$ cat config.mk
export PLATFORM = sky130hd
export DESIGN_NAME = gef_window
export DESIGN_NICKNAME = d
export VERILOG_FILES = /design/src/hdl/gef_pkg.sv /design/src/hdl/gef_window.sv
export SDC_FILE = /design/constraint.sdc
export NUM_CORES = 1
export LEC_CHECK = 0
export BUFFER_PORTS_ARGS = -buffer_cell sky130_fd_sc_hd__buf_4
export CAP_MARGIN = 5
export CELL_PAD_IN_SITES_DETAIL_PLACEMENT = 1
export CELL_PAD_IN_SITES_GLOBAL_PLACEMENT = 1
export CORE_ASPECT_RATIO = 1.25
export CORE_UTILIZATION = 49
export DETAILED_ROUTE_END_ITERATION = 10
export GPL_ROUTABILITY_DRIVEN = 0
export PLACE_DENSITY_LB_ADDON = 0.1
export SKIP_CTS_REPAIR_TIMING = 1
export SLEW_MARGIN = 20
export SYNTH_ARGS = -nofsm -noshare
export SYNTH_HDL_FRONTEND = slang
export SYNTH_SLANG_ARGS = --single-unit
$ cat constraint.sdc
create_clock -name clk -period 11.15 [get_ports clk]
set_clock_uncertainty 0.1 [all_clocks]
set_input_delay 2.23 -clock clk [delete_from_list [all_inputs] [get_ports clk]]
set_output_delay 2.23 -clock clk [all_outputs]
set_load 0.02 [all_outputs]
$ cat src/hdl/gef_pkg.sv
`timescale 1ns / 1ps
`default_nettype none

package gef_pkg;

	// Geometry limits of the line store.
	localparam int unsigned MaxWidth  = 1024;
	localparam int unsigned MaxHeight = 4096;
	localparam int unsigned ColW      = $clog2(MaxWidth);
	localparam int unsigned RowW      = $clog2(MaxHeight);

	// Register widths and reset values.
	localparam int unsigned ModeW   = 2;
	localparam int unsigned WidthW  = 11;
	localparam int unsigned HeightW = 13;
	localparam int unsigned CfgW    = HeightW;
	localparam int unsigned IndexW  = 2;

	localparam logic [ModeW-1:0]   ModeReset   = ModeW'(1);
	localparam logic [WidthW-1:0]  WidthReset  = WidthW'(640);
	localparam logic [HeightW-1:0] HeightReset = HeightW'(480);

	// Register indexes.
	localparam logic [IndexW-1:0] REG_FILTER_MODE  = 2'd0;
	localparam logic [IndexW-1:0] REG_IMAGE_WIDTH  = 2'd1;
	localparam logic [IndexW-1:0] REG_IMAGE_HEIGHT = 2'd2;

	// Filter modes; bit 1 alone selects the Laplacian.
	localparam logic [ModeW-1:0] MODE_PREWITT = 2'd0;
	localparam logic [ModeW-1:0] MODE_SOBEL   = 2'd1;

	// One line store entry holds the previous row and the row before it.
	typedef struct packed {
		logic [7:0] row_a;
		logic [7:0] row_b;
	} line_entry_t;

	// One column of the 3x3 window.
	typedef struct packed {
		logic [7:0] top;
		logic [7:0] mid;
		logic [7:0] bot;
	} win_col_t;

	// Window control from the pipeline to the kernel.
	typedef struct packed {
		logic             shift;
		logic [ModeW-1:0] mode;
	} win_ctrl_t;

	typedef struct packed {
		logic [7:0] pixel;
		logic       frame_start;
	} pix_word_t;

	typedef struct packed {
		logic [7:0] edge_value;
		logic       frame_last;
	} res_word_t;

	// Effective width, clamped to 3..MaxWidth.
	function automatic logic [WidthW-1:0] eff_width(input logic [WidthW-1:0] w);
		logic [WidthW-1:0] r;
		begin
			r = w;
			if (w < WidthW'(3)) r = WidthW'(3);
			else if (w > WidthW'(MaxWidth)) r = WidthW'(MaxWidth);
			return r;
		end
	endfunction

	// Effective height, clamped to 3..MaxHeight.
	function automatic logic [HeightW-1:0] eff_height(input logic [HeightW-1:0] h);
		logic [HeightW-1:0] r;
		begin
			r = h;
			if (h < HeightW'(3)) r = HeightW'(3);
			else if (h > HeightW'(MaxHeight)) r = HeightW'(MaxHeight);
			return r;
		end
	endfunction

endpackage

`default_nettype wire

$ cat src/hdl/gef_window.sv
`timescale 1ns / 1ps
`default_nettype none

module gef_window (
	input  wire                     clk,
	input  wire                     arst_n,
	input  wire gef_pkg::win_ctrl_t ctrl,
	input  wire gef_pkg::win_col_t  col,
	output logic [7:0]              edge_value
);
	import gef_pkg::*;

	win_col_t left_q;
	win_col_t centre_q;

	logic              wide_c;
	logic [9:0]        bot_sum, top_sum, right_sum, left_sum, lap_sum;
	logic [9:0]        c_bot, c_top, c_right, c_left, c_four;
	logic signed [11:0] gx, gy, lap;
	logic [7:0]        gx_abs, gy_abs, lap_abs;
	logic [8:0]        grad_sum;

	function automatic logic [7:0] abs_sat(input logic signed [11:0] v);
		logic [11:0] m;
		begin
			m = v[11] ? 12'(-v) : 12'(v);
			return (m > 12'd255) ? 8'd255 : m[7:0];
		end
	endfunction

	// Window shifts one column each time a pixel leaves the first stage.
	always_ff @(posedge clk or negedge arst_n) begin
		if (!arst_n) begin
			left_q   <= '0;
			centre_q <= '0;
		end else if (ctrl.shift) begin
			left_q   <= centre_q;
			centre_q <= col;
		end
	end

	// Centre weights: two for Sobel, one for Prewitt.
	always_comb begin
		wide_c  = (ctrl.mode == MODE_SOBEL);
		c_bot   = wide_c ? {1'b0, centre_q.bot, 1'b0} : {2'b00, centre_q.bot};
		c_top   = wide_c ? {1'b0, centre_q.top, 1'b0} : {2'b00, centre_q.top};
		c_right = wide_c ? {1'b0, col.mid, 1'b0}      : {2'b00, col.mid};
		c_left  = wide_c ? {1'b0, left_q.mid, 1'b0}   : {2'b00, left_q.mid};
		c_four  = {centre_q.mid, 2'b00};

		bot_sum   = {2'b00, left_q.bot} + c_bot + {2'b00, col.bot};
		top_sum   = {2'b00, left_q.top} + c_top + {2'b00, col.top};
		right_sum = {2'b00, col.top} + c_right + {2'b00, col.bot};
		left_sum  = {2'b00, left_q.top} + c_left + {2'b00, left_q.bot};
		lap_sum   = {2'b00, centre_q.top} + {2'b00, centre_q.bot}
			+ {2'b00, left_q.mid} + {2'b00, col.mid};

		gx  = $signed({2'b00, bot_sum}) - $signed({2'b00, top_sum});
		gy  = $signed({2'b00, right_sum}) - $signed({2'b00, left_sum});
		lap = $signed({2'b00, lap_sum}) - $signed({2'b00, c_four});

		gx_abs   = abs_sat(gx);
		gy_abs   = abs_sat(gy);
		lap_abs  = abs_sat(lap);
		grad_sum = {1'b0, gx_abs} + {1'b0, gy_abs};

		edge_value = ctrl.mode[1] ? lap_abs : grad_sum[8:1];
	end

endmodule

`default_nettype wire

**Word-level counts from Yosys, hierarchy flattened**

Index checks and enable logic that the tools add are counted.

- Output and inout bits: 8
- Logic and storage cells: 39
- Bits of input ports: 29
- Bits in registers: 48

- Magnitude comparators: 3
- Add/sub/neg operators: 18
- Equality and inequality tests: 1
- Muxes and demuxes: 11

Operators with widths:

| operator | count |
|---|---|
| 10-bit by 8-bit adder with 10-bit output | 5 |
| 8-bit by 9-bit adder with 10-bit output | 4 |
| 12-bit by 8-bit greater-than comparator with 1-bit output, second input constant | 3 |
| 12-bit two-way mux | 3 |
| 9-bit two-way mux | 4 |
| 11-bit negator with 12-bit output | 3 |
| 10-bit by 10-bit subtractor with 11-bit output | 3 |
| 8-bit two-way mux | 4 |
| 8-bit by 8-bit adder with 9-bit output | 2 |
| 9-bit by 8-bit adder with 10-bit output | 1 |
| 2-bit by 1-bit == test with 1-bit output, second input constant | 1 |

**Longest topological paths before layout**

- Depth after elaboration: 11
- Gate-level depth with buffers: 31
- Mapped depth without buffers: 28

**Worst setup path after synthesis**

Ideal clock, no wire load.

- Path type: input to output
- Start: input port ctrl[0] in the netlist's numbering
- End: output port edge_value[5]
- Stages on the path: 28
- Arrival time: 8.154 ns
- Slack: 0.666 ns
- Path buffers: 2
- Data required time: 8.820 ns
- Cell sequence: nor2b_1 -> clkbuf_1 -> clkbuf_1 -> nand2_1 -> o21ai_0 -> fa_1 -> fa_1 -> fa_1 -> ha_1 -> inv_1 -> fa_1 -> and2b_1 -> o2111ai_1 -> and3_1 -> xor2_1 -> nand3_1 -> o211a_1 -> nor2_1 -> nand2_1 -> ha_1 -> nor2b_1 -> o21ai_0 -> nand2b_1 -> a21o_1 -> a21oi_1 -> xnor2_1 -> nor2_1 -> a21oi_1

- Longest elaborated chain between the ends: 11
- Elaborated cells between the ends (all ways): 25
- Classes of those cells: add/sub (13); order compare (2); eq/ne (1); mux (9)

Ends and longest elaborated chain:

| what | line | RTL |
|---|---|---|
| from (decl) | gef_window.sv:7 | `input wire gef_pkg::win_ctrl_t ctrl,` |
| 2-bit by 1-bit == test with 1-bit output (*) | gef_window.sv:44 | `wide_c = (ctrl.mode == MODE_SOBEL);` |
| 9-bit two-way mux (on tied branches) | - |  |
| 8-bit by 9-bit adder with 10-bit output (on tied branches) | - |  |
| 10-bit by 8-bit adder with 10-bit output (on tied branches) | - |  |
| 10-bit by 10-bit subtractor with 11-bit output (on tied branches) | gef_window.sv:58, gef_window.sv:59 |  |
| 11-bit negator with 12-bit output | gef_window.sv:26 | `m = v[11] ? 12'(-v) : 12'(v);` |
| 12-bit two-way mux | gef_window.sv:26 |  |
| 12-bit by 8-bit greater-than comparator with 1-bit output | gef_window.sv:27 | `return (m > 12'd255) ? 8'd255 : m[7:0];` |
| 8-bit two-way mux | gef_window.sv:27 |  |
| 8-bit by 8-bit adder with 9-bit output (*) | gef_window.sv:65 | `grad_sum = {1'b0, gx_abs} + {1'b0, gy_abs};` |
| 8-bit two-way mux (*) | gef_window.sv:67 | `edge_value = ctrl.mode[1] ? lap_abs : grad_sum[8:1];` |
| to (decl) | gef_window.sv:9 | `output logic [7:0] edge_value` |

Every way passes the cells marked *; elsewhere a longest branch is shown, timed or not.

**Worst setup path in the final report**

- Start: input port ctrl[1] in the netlist's numbering
- End: output port edge_value[7]

- Longest elaborated chain between the ends: 11
- Elaborated cells between the ends (all ways): 25
- Classes of those cells: add/sub (13); order compare (2); eq/ne (1); mux (9)

Ends and longest elaborated chain:

| what | line |
|---|---|
| 2-bit by 1-bit == test with 1-bit output | gef_window.sv:44 |
| 9-bit two-way mux (on tied branches) | - |
| 8-bit by 9-bit adder with 10-bit output (on tied branches) | - |
| 10-bit by 8-bit adder with 10-bit output (on tied branches) | - |
| 10-bit by 10-bit subtractor with 11-bit output (on tied branches) | gef_window.sv:58, gef_window.sv:59 |
| 11-bit negator with 12-bit output | gef_window.sv:26 |
| 12-bit two-way mux | gef_window.sv:26 |
| 12-bit by 8-bit greater-than comparator with 1-bit output | gef_window.sv:27 |
| 8-bit two-way mux | gef_window.sv:27 |
| 8-bit by 8-bit adder with 9-bit output | gef_window.sv:65 |
| 8-bit two-way mux (*) | gef_window.sv:67 |

Marks and branches as above.

==> impl_results.md <==
- Outcome: completed
- Post-DR vias/cell: between 5 and 6
- Setup TNS: 0 ns
- Crit path largest cell delay: 0.56 ns
- Min cycle time layout: 10.93 ns
- Area Overhead vs Synth: 10.6%
- Post-Synth Simple-Gate Area: 14.2%
- Fin. Hold Viols: 0
- Max-slew violation count: 0
- TritonCTS Buffers: 5
- # IOs: 37
- # setup viols final: 0
- Worst EP arrival: 8.60 ns
- Layout cells sized above 1: 14.0%
- Crit Path Max Fanout: 14
- Largest family of logic cells by synthesized area: adder cells
- Largest net degree at the start of global routing: 66
- Diode count: 0
- Maxcap violations: 0
- Share of the synthesized area in the top cell type: 26.2%
- Root buffer cell: clkbuf_16
- Async S/R FF share, synth: 100%
- Final ANT Viol Nets: 0
- Initial antenna violation count: 0
- Number of global-route vias before repair: approximately 6,000
- Fill cells: 1,608
- Worst setup SP type: primary input
- All-Layer GR Usage: between 20% and 30%
- H-tree levels: 2
- Maximum clock frequency: 91.5 MHz
- Drt first-iter violations: around 200
- First-pass GRT wire length: 29,600 um
- CTS tree: built
- Stages on worst setup path: 31
- Die area: roughly 14,000 um^2
- Yosys reg bits: 48
- Worst r2r path cells: 1
- Slew at the pin closest to its max-slew limit: roughly 0.70 ns
- Post-synthesis sequential area ratio: 17.9%
- Setup crit end kind: primary output
- Crit Path Class: primary input to primary output
- Most numerous cell in the Yosys netlist: inv_1
- Prevailing post-synth register cell: dfrtp_1
- Hold depth: 2
- Worst path bufs/invs: 8
- Vias: 5,246
- CORE AREA: 13,300 um^2
- Slew Limit Headroom: a little over half
- Wirelength, routed: between 15,000 and 20,000 um
- CTS Buffer Depth: 2
- Reg clk slew, reported paths: 0.07 ns
- Avg WL per Cell: between 15 and 20 um
- Compound-cell area share of the yosys netlist: 12.8%
- Die width: around 110 um
- Area leader, netlist: fa_1
- Final nets: 943
- XOR/XNOR share of the synthesized area: 4.82%
- Mapped cell area: 6720 um^2
- Chip height: 133 um
- Port Buffers: 36
- Post-synthesis cell type count: 68
- GRT overflow: 0
- Post-synthesis mux area share: under 10%
- Slowest CP cell: fa_1
- Most frequent cells after synthesis: 141 x inv_1, 95 x nand2_1, 88 x fa_1
- Ys Warns: 0
- Clk_lat worst skew: 0.30 ns
- Area contributors post-synth: fa_1 26%, dfrtp_1 18%, ha_1 8.8%
- Remaining DRCs: 0
- Post-DP HPWL: 14,900 um
- Tcrit/Tclk final: 98.0%
- Total clock sinks: 48
- Hold crit path type: flop to flop
- Worst path most repeated cell: buf_4
- FP Rows: 47
- Detailed Routing Iterations Pass 1: 4
- WP data required: 8.82 ns
- Mean Syn Cell Area: roughly 9 um^2
- Mapped Cells: 747
- Count of flip-flops with a built-in enable after synthesis: 0
- Adder-cell share of the synthesized area: 35.0%
- Crit-path leading delay family: adder cells
- Initial core utilization: 50.6%
- Syn Nets: about 910
-- final timing paths --
check / from / endpoint / slack [ns]
min in group asynchronous: arst_n / centre_q[5]$_DFFE_PN0P_ / 1.85
max in group asynchronous: arst_n / centre_q[3]$_DFFE_PN0P_ / 8.67
min reg2reg: c_four[8]$_DFFE_PN0P_ / left_q[14]$_DFFE_PN0P_ / 0.41
min: c_four[8]$_DFFE_PN0P_ / left_q[14]$_DFFE_PN0P_ / 0.41
max reg2reg: centre_q[22]$_DFFE_PN0P_ / left_q[22]$_DFFE_PN0P_ / 10.15
max: ctrl[1] / edge_value[7] / 0.22
-- cell families after synthesis --
kind of cell,count (synthesis)
and+or+nand+nor,200
buffers and inverters,160
adders and majority gates,135
AOI/OAI and AO/OA,128
DFF,48
muxes,39
xor gates and xnor gates,37
-- layer usage --
layer | up-vias | GRT usage (%) | part of all wire (%)
met4 | 0 | 7.84 | 2.7
met5 | - | 0 | 0
met3 | 32 | 2.36 | 2.2
met2 | 68 | 50.9 | 55
li1 | 2479 | - | -
met1 | 2667 | 31.6 | 40
-- cell type report --
class                           count  area (um^2)  share of cell area [%]
Clock inverter                      3         46.3                   0.623
Tap cell                          171          214                    2.88
Inverter                          141          529                    7.12
Clock buffer                        5          125                    1.68
Timing Repair Buffer               44          355                    4.78
Sequential cell                    48         1200                    16.2
Multi-Input combinational cell    539         4960                    66.8
-- registers in the layout, summed over array words and instances, names as in the netlist --
register	cells
centre_q	16
left_q	24
c_four	8
-- metrics by stage --
step | area, um^2 | instances | worst slack [ns] | hold slack, ns | util (%)
2_1_floorplan | 6720 | 747 | 0.666 | 0.350 | -
3_3_place_gp | 7200 | 942 | 0.182 | 0.359 | 54.2
6_report | 7440 | 951 | 0.224 | 0.410 | 55.9
4_1_cts | 7370 | 950 | -0.0839 | 0.409 | 55.4
5_1_grt | 7440 | 951 | -0.0694 | 0.432 | 55.9
3_5_place_dp | 7200 | 942 | -0.0530 | 0.393 | 54.2
-- tightest hold or removal path, cell delays in order (launching register included) --
cell and delay [ns]:
dfrtp_1 0.35, nand2_1 0.05, o21ai_0 0.07
-- placed cells by master (no fill, tap or decap), types with 3 or more instances in the layout --
cell type	count
nor2_1	34
and3_1	3
nand2b_1	6
nor4b_1	3
fa_1	88
a31oi_1	6
a21oi_2	3
or2_2	4
xor2_1	20
buf_4	42
nor3_1	9
o211ai_1	3
a21o_1	10
a211oi_1	6
a21oi_1	20
ha_1	47
nand4_1	3
o21a_1	6
mux2i_1	8
nor2b_1	7
inv_1	141
mux2_2	31
dfrtp_1	48
clkbuf_16	5
o21ai_1	4
xnor2_1	16
o21ai_0	38
and2_1	5
nand2_1	94
nand3_1	6
o21bai_1	3
nand3b_1	3
Power is left out: the tool's default activity adds up to more than one toggle a clock period on the data nets, which glitch-free logic cannot reach.
